## src/rtl/core/vpt_pkg.sv

```systemverilog
// ----------------------------------------------------------------------------
// Pan/tilt tracker package
// Shared types, codes and constants of the vision pan/tilt tracker.
// ----------------------------------------------------------------------------
package vpt_pkg;

   // Default number of fraction bits of a servo position.
   localparam int FRACTION_BITS = 8;
   // Bits of the whole percent part of a position (0..100).
   localparam int PCT_INT_W = 7;

   localparam int REQ_TDATA_W = 56;
   localparam int RSP_FIELDS_W = 34;
   localparam int RSP_TDATA_W = 40;
   localparam int CSR_ADDR_W = 3;
   localparam int CSR_DATA_W = 16;

   // Operating modes.
   localparam logic [2:0] MODE_IDLE      = 3'd0;
   localparam logic [2:0] MODE_CURIOUS   = 3'd1;
   localparam logic [2:0] MODE_TRACKING  = 3'd2;
   localparam logic [2:0] MODE_FOLLOWING = 3'd3;
   localparam logic [2:0] MODE_SCANNING  = 3'd4;

   // Item kinds.
   localparam logic ACTION_PACKET = 1'b0;
   localparam logic ACTION_TICK   = 1'b1;

   // Object classes.
   localparam logic [1:0] CLASS_NONE   = 2'd0;
   localparam logic [1:0] CLASS_SMALL  = 2'd1;
   localparam logic [1:0] CLASS_MEDIUM = 2'd2;
   localparam logic [1:0] CLASS_LARGE  = 2'd3;

   // Register indexes.
   localparam logic [CSR_ADDR_W-1:0] REG_ENABLED       = 3'd0;
   localparam logic [CSR_ADDR_W-1:0] REG_CENTER_X      = 3'd1;
   localparam logic [CSR_ADDR_W-1:0] REG_CENTER_Y      = 3'd2;
   localparam logic [CSR_ADDR_W-1:0] REG_SCAN_IDLE_MS  = 3'd3;
   localparam logic [CSR_ADDR_W-1:0] REG_LOST_MS       = 3'd4;
   localparam logic [CSR_ADDR_W-1:0] REG_TRACKING_GAIN = 3'd5;
   localparam logic [CSR_ADDR_W-1:0] REG_SMOOTHING     = 3'd6;

   // Register reset values.
   localparam logic        RST_ENABLED       = 1'b0;
   localparam logic [7:0]  RST_CENTER_X      = 8'd80;
   localparam logic [7:0]  RST_CENTER_Y      = 8'd60;
   localparam logic [15:0] RST_SCAN_IDLE_MS  = 16'd8000;
   localparam logic [15:0] RST_LOST_MS       = 16'd500;
   localparam logic [7:0]  RST_TRACKING_GAIN = 8'd13;
   localparam logic [7:0]  RST_SMOOTHING     = 8'd51;

   // Whole-percent positions and limits.
   localparam int PCT_MID      = 50;
   localparam int PCT_MAX      = 100;
   localparam int PAN_LO_PCT   = 10;
   localparam int PAN_HI_PCT   = 90;
   localparam int TILT_LO_PCT  = 20;
   localparam int TILT_HI_PCT  = 80;
   localparam int NECK_LARGE   = 35;
   localparam int NECK_MEDIUM  = 42;
   localparam int SCAN_LOW_PCT = 25;
   localparam int SCAN_HIGH_PCT = 75;

   // Scan pattern timing.
   localparam int SCAN_PERIOD_MS = 4000;
   localparam int SCAN_STEP_MS   = 1000;

   // Servo speeds.
   localparam logic [PCT_INT_W-1:0] SPEED_SCAN  = 7'd30;
   localparam logic [PCT_INT_W-1:0] SPEED_TRACK = 7'd60;

   typedef struct packed {
      logic        enabled;
      logic [7:0]  center_x;
      logic [7:0]  center_y;
      logic [15:0] scan_idle_ms;
      logic [15:0] lost_ms;
      logic [7:0]  tracking_gain;
      logic [7:0]  smoothing;
   } cfg_type;

   typedef struct packed {
      logic        action;
      logic [31:0] time_ms;
      logic        motion;
      logic [1:0]  object_class;
      logic [7:0]  target_x;
      logic [7:0]  target_y;
   } item_type;

   typedef struct packed {
      logic [2:0]           mode;
      logic                 pan_valid;
      logic [PCT_INT_W-1:0] pan_pos;
      logic                 tilt_valid;
      logic [PCT_INT_W-1:0] tilt_pos;
      logic                 neck_valid;
      logic [PCT_INT_W-1:0] neck_pos;
      logic [PCT_INT_W-1:0] move_speed;
   } rsp_type;

endpackage

```

## src/rtl/core/vpt_scan_phase.sv

```systemverilog
// ----------------------------------------------------------------------------
// Scan phase decoder
// Reduces elapsed scan time modulo the scan period and returns the quarter.
// ----------------------------------------------------------------------------
module vpt_scan_phase (
   input  logic [31:0] elapsed,
   output logic [1:0]  quarter
);

   localparam int P    = vpt_pkg::SCAN_PERIOD_MS;
   localparam int R8   = (1 << 8) % P;
   localparam int R16  = (1 << 16) % P;
   localparam int R24  = (1 << 24) % P;
   localparam int R12  = (1 << 12) % P;

   logic [19:0] fold1;
   logic [14:0] fold2;
   logic [12:0] fold3;
   logic [12:0] phase;

   // Each byte is weighted by its place value reduced modulo the period,
   // then the sum is folded twice at bit 12 and fixed with one subtract.
   always_comb begin
      fold1 = 20'(elapsed[7:0])
            + 20'(elapsed[15:8])  * 20'(R8)
            + 20'(elapsed[23:16]) * 20'(R16)
            + 20'(elapsed[31:24]) * 20'(R24);
      fold2 = 15'(fold1[11:0]) + 15'(fold1[19:12]) * 15'(R12);
      fold3 = 13'(fold2[11:0]) + 13'(fold2[14:12]) * 13'(R12);
      phase = (fold3 >= 13'(P)) ? fold3 - 13'(P) : fold3;
      if (phase < 13'(vpt_pkg::SCAN_STEP_MS)) begin
         quarter = 2'd0;
      end else if (phase < 13'(2 * vpt_pkg::SCAN_STEP_MS)) begin
         quarter = 2'd1;
      end else if (phase < 13'(3 * vpt_pkg::SCAN_STEP_MS)) begin
         quarter = 2'd2;
      end else begin
         quarter = 2'd3;
      end
   end

endmodule

```

## src/rtl/core/vpt_goal_step.sv

```systemverilog
// ----------------------------------------------------------------------------
// Goal step
// Moves one axis goal by the centre error times the gain, with clamping.
// ----------------------------------------------------------------------------
module vpt_goal_step #(
   parameter int FRACTION_BITS = vpt_pkg::FRACTION_BITS,
   parameter int LO_PCT        = vpt_pkg::PAN_LO_PCT,
   parameter int HI_PCT        = vpt_pkg::PAN_HI_PCT
) (
   input  logic [vpt_pkg::PCT_INT_W+FRACTION_BITS-1:0] goal,
   input  logic [7:0]                                  target,
   input  logic [7:0]                                  center,
   input  logic [7:0]                                  gain,
   output logic [vpt_pkg::PCT_INT_W+FRACTION_BITS-1:0] goal_next
);

   localparam int POS_W = vpt_pkg::PCT_INT_W + FRACTION_BITS;
   // Extended goal: 8 more fraction bits, room for the signed step.
   localparam int EW    = FRACTION_BITS + 19;
   localparam logic signed [EW-1:0] LO_E = EW'(LO_PCT) <<< (FRACTION_BITS + 8);
   localparam logic signed [EW-1:0] HI_E = EW'(HI_PCT) <<< (FRACTION_BITS + 8);

   logic signed [8:0]    err;
   logic signed [17:0]   prod;
   logic signed [EW-1:0] ext;
   logic signed [EW-1:0] clamped;

   always_comb begin
      err  = $signed({1'b0, target}) - $signed({1'b0, center});
      prod = err * $signed({1'b0, gain});
      ext  = $signed({{(EW - POS_W - 8){1'b0}}, goal, 8'b0})
           + (EW'(prod) <<< FRACTION_BITS);
      if (ext < LO_E) begin
         clamped = LO_E;
      end else if (ext > HI_E) begin
         clamped = HI_E;
      end else begin
         clamped = ext;
      end
      goal_next = clamped[POS_W+7:8];
   end

endmodule

```

## src/rtl/core/vpt_smooth.sv

```systemverilog
// ----------------------------------------------------------------------------
// Servo smoother
// Blends the current servo position toward its goal by the smoothing factor.
// ----------------------------------------------------------------------------
module vpt_smooth #(
   parameter int FRACTION_BITS = vpt_pkg::FRACTION_BITS
) (
   input  logic [vpt_pkg::PCT_INT_W+FRACTION_BITS-1:0] pos,
   input  logic [vpt_pkg::PCT_INT_W+FRACTION_BITS-1:0] goal,
   input  logic [7:0]                                  factor,
   output logic [vpt_pkg::PCT_INT_W+FRACTION_BITS-1:0] pos_next
);

   localparam int POS_W = vpt_pkg::PCT_INT_W + FRACTION_BITS;

   logic [8:0]       keep;
   logic [POS_W+8:0] part_pos;
   logic [POS_W+7:0] part_goal;
   logic [POS_W+9:0] blend;

   always_comb begin
      keep      = 9'd256 - {1'b0, factor};
      part_pos  = pos * keep;
      part_goal = goal * factor;
      blend     = {1'b0, part_pos} + {2'b0, part_goal};
      pos_next  = blend[POS_W+7:8];
   end

endmodule

```

## src/rtl/core/vpt_engine.sv

```systemverilog
// ----------------------------------------------------------------------------
// Tracker engine
// Mode machine, goal and position state, and the result of one item.
// ----------------------------------------------------------------------------
module vpt_engine #(
   parameter int FRACTION_BITS = vpt_pkg::FRACTION_BITS
) (
   input  logic              clock,
   input  logic              reset,
   input  logic              step,
   input  vpt_pkg::cfg_type  cfg,
   input  vpt_pkg::item_type item,
   output vpt_pkg::rsp_type  result
);

   localparam int POS_W = vpt_pkg::PCT_INT_W + FRACTION_BITS;
   localparam logic [POS_W-1:0] POS_MID  = POS_W'(vpt_pkg::PCT_MID) << FRACTION_BITS;
   localparam logic [POS_W-1:0] POS_LOW  = POS_W'(vpt_pkg::SCAN_LOW_PCT) << FRACTION_BITS;
   localparam logic [POS_W-1:0] POS_HIGH = POS_W'(vpt_pkg::SCAN_HIGH_PCT) << FRACTION_BITS;
   localparam logic [POS_W-1:0] POS_NECK_L = POS_W'(vpt_pkg::NECK_LARGE) << FRACTION_BITS;
   localparam logic [POS_W-1:0] POS_NECK_M = POS_W'(vpt_pkg::NECK_MEDIUM) << FRACTION_BITS;
   localparam int PW = vpt_pkg::PCT_INT_W;

   logic [2:0]       mode_ff, mode_in;
   logic [31:0]      entered_ff, entered_in;
   logic [31:0]      seen_ff, seen_in;
   logic [POS_W-1:0] pan_goal_ff, pan_goal_in;
   logic [POS_W-1:0] tilt_goal_ff, tilt_goal_in;
   logic [POS_W-1:0] neck_goal_ff, neck_goal_in;
   logic [POS_W-1:0] pan_now_ff, pan_now_in;
   logic [POS_W-1:0] tilt_now_ff, tilt_now_in;
   logic [POS_W-1:0] neck_now_ff, neck_now_in;

   logic [POS_W-1:0] pan_step, tilt_step;
   logic [POS_W-1:0] pan_smooth, tilt_smooth, neck_smooth;
   logic [31:0]      since;
   logic [31:0]      scan_elapsed;
   logic [1:0]       quarter;
   logic             chasing;
   logic             to_scan;
   logic             in_scan;
   logic [2:0]       pk_mode;
   logic             pk_enter;

   function automatic logic [PW-1:0] whole_pct(input logic [POS_W-1:0] v);
      logic [PW-1:0] w;
      w = v[POS_W-1 -: PW];
      return (w > PW'(vpt_pkg::PCT_MAX)) ? PW'(vpt_pkg::PCT_MAX) : w;
   endfunction

   vpt_goal_step #(
      .FRACTION_BITS (FRACTION_BITS),
      .LO_PCT        (vpt_pkg::PAN_LO_PCT),
      .HI_PCT        (vpt_pkg::PAN_HI_PCT)
   ) u_pan_step (
      .goal      (pan_goal_ff),
      .target    (item.target_x),
      .center    (cfg.center_x),
      .gain      (cfg.tracking_gain),
      .goal_next (pan_step)
   );

   vpt_goal_step #(
      .FRACTION_BITS (FRACTION_BITS),
      .LO_PCT        (vpt_pkg::TILT_LO_PCT),
      .HI_PCT        (vpt_pkg::TILT_HI_PCT)
   ) u_tilt_step (
      .goal      (tilt_goal_ff),
      .target    (item.target_y),
      .center    (cfg.center_y),
      .gain      (cfg.tracking_gain),
      .goal_next (tilt_step)
   );

   vpt_smooth #(.FRACTION_BITS(FRACTION_BITS)) u_pan_smooth (
      .pos (pan_now_ff), .goal (pan_goal_ff), .factor (cfg.smoothing), .pos_next (pan_smooth)
   );

   vpt_smooth #(.FRACTION_BITS(FRACTION_BITS)) u_tilt_smooth (
      .pos (tilt_now_ff), .goal (tilt_goal_ff), .factor (cfg.smoothing), .pos_next (tilt_smooth)
   );

   vpt_smooth #(.FRACTION_BITS(FRACTION_BITS)) u_neck_smooth (
      .pos (neck_now_ff), .goal (neck_goal_ff), .factor (cfg.smoothing), .pos_next (neck_smooth)
   );

   vpt_scan_phase u_scan_phase (
      .elapsed (scan_elapsed),
      .quarter (quarter)
   );

   always_comb begin
      since   = item.time_ms - seen_ff;
      chasing = (mode_ff == vpt_pkg::MODE_TRACKING) || (mode_ff == vpt_pkg::MODE_FOLLOWING);

      // Packet mode step: motion starts tracking (following for a large
      // object); a long quiet spell ends the chase.
      pk_mode  = mode_ff;
      pk_enter = 1'b0;
      if (item.motion) begin
         if ((mode_ff == vpt_pkg::MODE_SCANNING) || (mode_ff == vpt_pkg::MODE_IDLE) ||
             (mode_ff == vpt_pkg::MODE_CURIOUS)) begin
            pk_mode  = vpt_pkg::MODE_TRACKING;
            pk_enter = 1'b1;
         end
         if (item.object_class == vpt_pkg::CLASS_LARGE) begin
            pk_mode  = vpt_pkg::MODE_FOLLOWING;
            pk_enter = 1'b1;
         end
      end else if ((since > {16'b0, cfg.lost_ms}) && chasing) begin
         pk_mode  = vpt_pkg::MODE_IDLE;
         pk_enter = 1'b1;
      end

      to_scan      = (mode_ff == vpt_pkg::MODE_IDLE) && (since > {16'b0, cfg.scan_idle_ms});
      in_scan      = to_scan || (mode_ff == vpt_pkg::MODE_SCANNING);
      scan_elapsed = to_scan ? 32'd0 : item.time_ms - entered_ff;

      mode_in      = mode_ff;
      entered_in   = entered_ff;
      seen_in      = seen_ff;
      pan_goal_in  = pan_goal_ff;
      tilt_goal_in = tilt_goal_ff;
      neck_goal_in = neck_goal_ff;
      pan_now_in   = pan_now_ff;
      tilt_now_in  = tilt_now_ff;
      neck_now_in  = neck_now_ff;
      result       = '0;

      if (item.action == vpt_pkg::ACTION_PACKET) begin
         if (item.motion) begin
            seen_in = item.time_ms;
         end
         if (cfg.enabled) begin
            mode_in = pk_mode;
            if (pk_enter) begin
               entered_in = item.time_ms;
            end
            if ((pk_mode == vpt_pkg::MODE_TRACKING) || (pk_mode == vpt_pkg::MODE_FOLLOWING)) begin
               pan_goal_in  = pan_step;
               tilt_goal_in = tilt_step;
               case (item.object_class)
                  vpt_pkg::CLASS_LARGE:  neck_goal_in = POS_NECK_L;
                  vpt_pkg::CLASS_MEDIUM: neck_goal_in = POS_NECK_M;
                  default:               neck_goal_in = POS_MID;
               endcase
            end
         end
      end else if (cfg.enabled) begin
         if (in_scan) begin
            if (since < {16'b0, cfg.lost_ms}) begin
               mode_in    = vpt_pkg::MODE_IDLE;
               entered_in = item.time_ms;
            end else begin
               mode_in = vpt_pkg::MODE_SCANNING;
               if (to_scan) begin
                  entered_in = item.time_ms;
               end
               pan_goal_in  = POS_MID;
               tilt_goal_in = POS_MID;
               result.pan_pos  = PW'(vpt_pkg::PCT_MID);
               result.tilt_pos = PW'(vpt_pkg::PCT_MID);
               case (quarter)
                  2'd0: begin
                     pan_goal_in    = POS_LOW;
                     result.pan_pos = PW'(vpt_pkg::SCAN_LOW_PCT);
                  end
                  2'd1: begin
                     pan_goal_in    = POS_HIGH;
                     result.pan_pos = PW'(vpt_pkg::SCAN_HIGH_PCT);
                  end
                  2'd2: begin
                     tilt_goal_in    = POS_LOW;
                     result.tilt_pos = PW'(vpt_pkg::SCAN_LOW_PCT);
                  end
                  default: begin
                  end
               endcase
               result.pan_valid  = 1'b1;
               result.tilt_valid = 1'b1;
               result.move_speed = vpt_pkg::SPEED_SCAN;
            end
         end else if (chasing) begin
            pan_now_in  = pan_smooth;
            tilt_now_in = tilt_smooth;
            neck_now_in = neck_smooth;
            result.pan_valid  = 1'b1;
            result.pan_pos    = whole_pct(pan_smooth);
            result.tilt_valid = 1'b1;
            result.tilt_pos   = whole_pct(tilt_smooth);
            result.neck_valid = 1'b1;
            result.neck_pos   = whole_pct(neck_smooth);
            result.move_speed = vpt_pkg::SPEED_TRACK;
         end
      end

      result.mode = mode_in;
   end

   always_ff @(posedge clock) begin
      if (reset) begin
         mode_ff      <= vpt_pkg::MODE_IDLE;
         entered_ff   <= '0;
         seen_ff      <= '0;
         pan_goal_ff  <= POS_MID;
         tilt_goal_ff <= POS_MID;
         neck_goal_ff <= POS_MID;
         pan_now_ff   <= POS_MID;
         tilt_now_ff  <= POS_MID;
         neck_now_ff  <= POS_MID;
      end else if (step) begin
         mode_ff      <= mode_in;
         entered_ff   <= entered_in;
         seen_ff      <= seen_in;
         pan_goal_ff  <= pan_goal_in;
         tilt_goal_ff <= tilt_goal_in;
         neck_goal_ff <= neck_goal_in;
         pan_now_ff   <= pan_now_in;
         tilt_now_ff  <= tilt_now_in;
         neck_now_ff  <= neck_now_in;
      end
   end

endmodule

```

## src/rtl/core/vision_pan_tilt_tracker.sv

```systemverilog
// ----------------------------------------------------------------------------
// Vision pan/tilt tracker
// Behavior engine for a pan/tilt/neck head fed by vision packets and ticks.
//
//   Channel  Dir  Handshake              Payload
//   req      in   req_tvalid/req_tready  tuser: action; tdata: item fields
//   rsp      out  rsp_tvalid/rsp_tready  tdata: mode and servo commands
//   csr      in   csr_we                 csr_addr, csr_wdata
//
// One item per cycle is sustained while results are taken; an item is taken into
// the input register, then the engine logic writes its result into the result register.
// The state advances as an item moves from the input register to the result
// register, so each item sees all earlier items.
// Reset is synchronous and restores the config and valid registers, mode and positions at once.
// A stalled result holds the result register, then the input register, and
// only then does req_tready fall.
// ----------------------------------------------------------------------------
module vision_pan_tilt_tracker #(
   parameter int FRACTION_BITS = vpt_pkg::FRACTION_BITS
) (
   input  logic                             clock,
   input  logic                             reset,
   input  logic                             req_tvalid,
   output logic                             req_tready,
   // time_ms[31:0], motion[32], object_class[34:33], target_x[42:35],
   // target_y[50:43], zero[55:51]
   input  logic [vpt_pkg::REQ_TDATA_W-1:0] req_tdata,
   // action[0]
   input  logic                             req_tuser,
   output logic                             rsp_tvalid,
   input  logic                             rsp_tready,
   // mode[2:0], pan_valid[3], pan_pos[10:4], tilt_valid[11], tilt_pos[18:12],
   // neck_valid[19], neck_pos[26:20], move_speed[33:27], zero[39:34]
   output logic [vpt_pkg::RSP_TDATA_W-1:0] rsp_tdata,
   input  logic                             csr_we,
   input  logic [vpt_pkg::CSR_ADDR_W-1:0]  csr_addr,
   input  logic [vpt_pkg::CSR_DATA_W-1:0]  csr_wdata
);

   vpt_pkg::cfg_type  cfg_ff, cfg_in;
   vpt_pkg::item_type item_ff, item_in;
   vpt_pkg::rsp_type  rsp_ff, rsp_in;
   logic              in_valid_ff, in_valid_in;
   logic              rsp_valid_ff, rsp_valid_in;
   logic              advance;

   always_comb begin
      item_in.action       = req_tuser;
      item_in.time_ms      = req_tdata[31:0];
      item_in.motion       = req_tdata[32];
      item_in.object_class = req_tdata[34:33];
      item_in.target_x     = req_tdata[42:35];
      item_in.target_y     = req_tdata[50:43];

      advance      = in_valid_ff && (!rsp_valid_ff || rsp_tready);
      req_tready   = !in_valid_ff || advance;
      in_valid_in  = (req_tvalid && req_tready) || (in_valid_ff && !advance);
      rsp_valid_in = advance || (rsp_valid_ff && !rsp_tready);

      cfg_in = cfg_ff;
      if (csr_we) begin
         case (csr_addr)
            vpt_pkg::REG_ENABLED:       cfg_in.enabled       = csr_wdata[0];
            vpt_pkg::REG_CENTER_X:      cfg_in.center_x      = csr_wdata[7:0];
            vpt_pkg::REG_CENTER_Y:      cfg_in.center_y      = csr_wdata[7:0];
            vpt_pkg::REG_SCAN_IDLE_MS:  cfg_in.scan_idle_ms  = csr_wdata;
            vpt_pkg::REG_LOST_MS:       cfg_in.lost_ms       = csr_wdata;
            vpt_pkg::REG_TRACKING_GAIN: cfg_in.tracking_gain = csr_wdata[7:0];
            vpt_pkg::REG_SMOOTHING:     cfg_in.smoothing     = csr_wdata[7:0];
            default: begin
            end
         endcase
      end
   end

   vpt_engine #(.FRACTION_BITS(FRACTION_BITS)) u_engine (
      .clock  (clock),
      .reset  (reset),
      .step   (advance),
      .cfg    (cfg_ff),
      .item   (item_ff),
      .result (rsp_in)
   );

   always_ff @(posedge clock) begin
      if (reset) begin
         cfg_ff.enabled       <= vpt_pkg::RST_ENABLED;
         cfg_ff.center_x      <= vpt_pkg::RST_CENTER_X;
         cfg_ff.center_y      <= vpt_pkg::RST_CENTER_Y;
         cfg_ff.scan_idle_ms  <= vpt_pkg::RST_SCAN_IDLE_MS;
         cfg_ff.lost_ms       <= vpt_pkg::RST_LOST_MS;
         cfg_ff.tracking_gain <= vpt_pkg::RST_TRACKING_GAIN;
         cfg_ff.smoothing     <= vpt_pkg::RST_SMOOTHING;
         in_valid_ff          <= 1'b0;
         rsp_valid_ff         <= 1'b0;
      end else begin
         cfg_ff       <= cfg_in;
         in_valid_ff  <= in_valid_in;
         rsp_valid_ff <= rsp_valid_in;
      end
   end

   always_ff @(posedge clock) begin
      if (req_tvalid && req_tready) begin
         item_ff <= item_in;
      end
      if (advance) begin
         rsp_ff <= rsp_in;
      end
   end

   assign rsp_tvalid = rsp_valid_ff;
   assign rsp_tdata  = {(vpt_pkg::RSP_TDATA_W - vpt_pkg::RSP_FIELDS_W)'(0),
                        rsp_ff.move_speed, rsp_ff.neck_pos, rsp_ff.neck_valid,
                        rsp_ff.tilt_pos, rsp_ff.tilt_valid, rsp_ff.pan_pos,
                        rsp_ff.pan_valid, rsp_ff.mode};

endmodule

```

## config.mk

```make
export PLATFORM = sky130hd
export DESIGN_NAME = vision_pan_tilt_tracker
export DESIGN_NICKNAME = d
export VERILOG_FILES = /design/src/rtl/core/vpt_pkg.sv /design/src/rtl/core/vpt_scan_phase.sv /design/src/rtl/core/vpt_goal_step.sv /design/src/rtl/core/vpt_smooth.sv /design/src/rtl/core/vpt_engine.sv /design/src/rtl/core/vision_pan_tilt_tracker.sv
export SDC_FILE = /design/constraint.sdc
export NUM_CORES = 2
export LEC_CHECK = 0
export BUFFER_PORTS_ARGS = -buffer_cell sky130_fd_sc_hd__buf_4
export CAP_MARGIN = 0
export CORE_MARGIN = 2
export CORE_UTILIZATION = 30
export DETAILED_ROUTE_END_ITERATION = 10
export SLEW_MARGIN = 20
export SYNTH_ARGS = -nofsm -noshare
export SYNTH_HDL_FRONTEND = slang
export SYNTH_SLANG_ARGS = --single-unit
export TNS_END_PERCENT = 5
```

## constraint.sdc

```tcl
create_clock -name clock -period 21.4 [get_ports clock]
set_input_delay 4.28 -clock clock [delete_from_list [all_inputs] [get_ports clock]]
set_output_delay 4.28 -clock clock [all_outputs]
set_load 0.02 [all_outputs]
```

==> run summary <==
status: finished, final reports clean
largest stage delay on the critical path: 0.63 ns
post-synthesis xor/xnor area fraction: 4.37%
Setup WS pre-CTS: 6.63 ns
critical path peak fanout: 25
max-slew violations: 0
Initial Util: 30.2%
Via Count: 35,500
Power Density: 74.9 nW/µm²
P_leak: 0.0234 µW
min Tclk post-route: 14.85 ns
io pins: 123
# DRC: 0
CTS tree: built
post-route ant nets: 0
critical path class: flop to flop
Synth Warn #: 0
final setup vio count: 0
H-Tree Depth: 2
Final WS setup: 6.55 ns
Overflow after GRT: 0
Async SR Flop Fraction: 0%
sequential area share after synthesis: 14.3%
fmax: 0.0673 GHz
Worst Clk Skew: 0.0148 ns
Worst Hold End: u_engine.seen_ff[11]$_SDFFE_PP0P_
worst-skew pair later-pin latency: 0.61 ns
Syn Inst Count: 5,420
clk root buf: clkbuf_16
die width: 397 µm
Starting DRT DRC Count: 1,906
Post-synth EDFFs: 79
fin area: 50,600 µm²
commonest non-fill, non-tap cells in the layout: 1,049 x inv_1, 769 x nand2_1, 679 x fa_1
Cells on Worst Hold Path: 2
R2R cell count: 61
largest net degree at the start of global routing: 92
area grow syn2layout: 8.93%
RSZ-0062 raised after global routing: no
Critical Path Start Type: flop
slack of the worst reg-to-reg path: 6.55 ns
Clock Path Buffers: 3
TritonCTS Buffers: 40
compound-cell area share of the yosys netlist: 10.5%
Worst VDD drop: 0.000100 V
post-synthesis adder-cell area fraction: 43.0%
worst slew pin tran: 1.04 ns
worst flop-to-flop path startpoint: item_ff[24]$_DFFE_PP_
mapped cell area: 46,400 µm²
largest area contributor in the synthesized netlist: fa_1
DR WL/cell: 15.6 µm
vias in the first global route: 36,500
setup_tns: 0 ns
# hold bufs at CTS: 0
Die Y-Extent: 397 µm
synth top area cells: fa_1 29%, ha_1 14%, dfxtp_1 9.1%
Seq cells post-synth: 291
final period utilization: 69.4%
WP data arrival: 15.34 ns
first-pass GRT wire length: 192,000 µm
Rel. slew slack: 30.8%
crit-path most repeated cell: ha_1
area post-placement: 49,200 µm²
DR vias/cell: 4.75
Synth cell types: 91
total design power: 3790 µW
setup bufs post-CTS: 0
die footprint: 158,000 µm²
# port buffers: 109
critical path capture point type: flop
CTS clk-pin slew, worst paths: 0.07 ns
share of post-route cells with drive strength above 1: 4.80%
initial antenna violation count: 11
max cap viols: 0
HP Start: u_engine.seen_ff[11]$_SDFFE_PP0P_
Final Hold Viols: 0
multiplexer share of the synthesized area: 0.825%
worst hold path type: flop to flop
Total GRT Usage: 14.9%
commonest non-fill, non-tap cell in the layout: inv_1
final net count: 6,656
Routed WL: 116,000 µm
share of the synthesized area in the top cell type: 29.3%
syn avg cell area: 8.57 µm²
largest family of logic cells by synthesized area: adder cells
Crit-path slowest cell: a311o_1
First-pass DRT Iterations: 5
FF-to-FF End: u_engine.pan_goal_ff[12]$_SDFFE_PP1P_
WP data required: 21.90 ns
DP HPWL: 91,900 µm
# rows: 144
CTS Sinks: 291
Post-Synth Simple-Gate Area: 16.6%
Placer Congestion: 0.836
Most used DFF post-synth: dfxtp_1
# resized after CTS: 0
core region area: 154,000 µm²
-- power by group --
part / leakage [µW] / switching, µW / internal [µW]
combinational: 0.0203 / 1490 / 1020
sequential: 0.00248 / 15.6 / 580
clock: 0.000649 / 292 / 392
total: 0.0234 / 1790 / 2000
-- kinds of logic (layout without fill, tap and decap cells) --
group                      count (synthesis)  after routing
AOI/OAI and AO/OA                        742            742
xor gates and xnor gates                 230            230
adders and majority gates               1189           1189
buffers and inverters                   1274           1264
DFF                                      291            291
muxes                                     38             38
other                                      1              9
and+or+nand+nor                         1655           1655
-- per-layer routing --
metal	GRT usage, %	vias to the layer above	wire length [µm]
li1	-	16900	-
met1	19.1	17800	50200
met2	26.5	610	58300
met3	2.11	126	5380
met4	3.12	16	2200
met5	0	-	104
-- how the worst max path moves through the flow --
stage                                      from                                    end  slack, ns  depth (start not counted)
final                     item_ff[24]$_DFFE_PP_  u_engine.pan_goal_ff[12]$_SDFFE_PP1P_       6.55                         61
after global placement    item_ff[24]$_DFFE_PP_  u_engine.pan_goal_ff[12]$_SDFFE_PP1P_       6.82                         61
after CTS                 item_ff[24]$_DFFE_PP_  u_engine.pan_goal_ff[12]$_SDFFE_PP1P_       6.51                         61
after global routing      item_ff[23]$_DFFE_PP_  u_engine.pan_goal_ff[12]$_SDFFE_PP1P_       5.54                         61
after detailed placement  item_ff[24]$_DFFE_PP_  u_engine.pan_goal_ff[12]$_SDFFE_PP1P_       6.63                         61
after floorplan           item_ff[24]$_DFFE_PP_  u_engine.tilt_goal_ff[8]$_SDFFE_PP0P_       8.59                         61
-- flip-flops by register name, indices dropped and copies added, names as in the netlist --
register               count
u_engine.pan_goal_ff      15
u_engine.tilt_goal_ff     15
rsp_tdata                 27
u_engine.entered_ff       32
u_engine.tilt_now_ff      15
u_engine.mode_ff           3
rsp_tvalid                 1
item_ff                   52
u_engine.neck_goal_ff      3
cfg_ff                    65
in_valid_ff                1
u_engine.pan_now_ff       15
u_engine.neck_now_ff      15
u_engine.seen_ff          32
-- cell usage after synthesis (20+ instances only) --
library cell     n
inv_1         1049
nand2_1        770
fa_1           679
ha_1           510
and2_1         321
a21oi_1        284
nor2_1         272
dfxtp_1        212
clkbuf_1       160
xnor2_1        159
o21ai_0         82
edfxtp_1        79
a21o_1          74
xor2_1          70
nor3_1          59
nor2b_1         49
nand3_1         44
o21bai_1        43
buf_1           42
mux2i_1         36
a211o_1         32
a211oi_1        29
o21a_1          28
nand2b_1        25
nand4_1         20
-- stage by stage --
stage                     utilization (%)  instances  hold slack [ns]
after floorplan                         -       5427            0.436
after global placement               32.0       7388            0.442
after detailed placement             32.0       7388            0.446
after CTS                            32.9       7461            0.455
after global routing                 32.9       7461            0.473
final                                32.9       7462            0.451
-- final cells by class --
class	count	area (µm²)
flip-flops and latches	291	6620
well taps	2044	2560
multi-input cells	3862	35100
repair buffers	140	1050
clock inverters	22	239
inverters	1051	3950
fillers	16200	103000
diodes	1	2.50
clock buffers	51	1090
-- worst max-delay path: cells and delay by family, from the launching register on --
family / cells / cell delay [ns]
xor+xnor: 5 / 1.11
fa+ha+maj: 11 / 3.64
buf+inv: 4 / 0.40
simple gates: 9 / 1.70
flops: 1 / 0.47
mux: 1 / 0.27
compound gates: 31 / 7.08
Power figures use the tool's default switching activity.
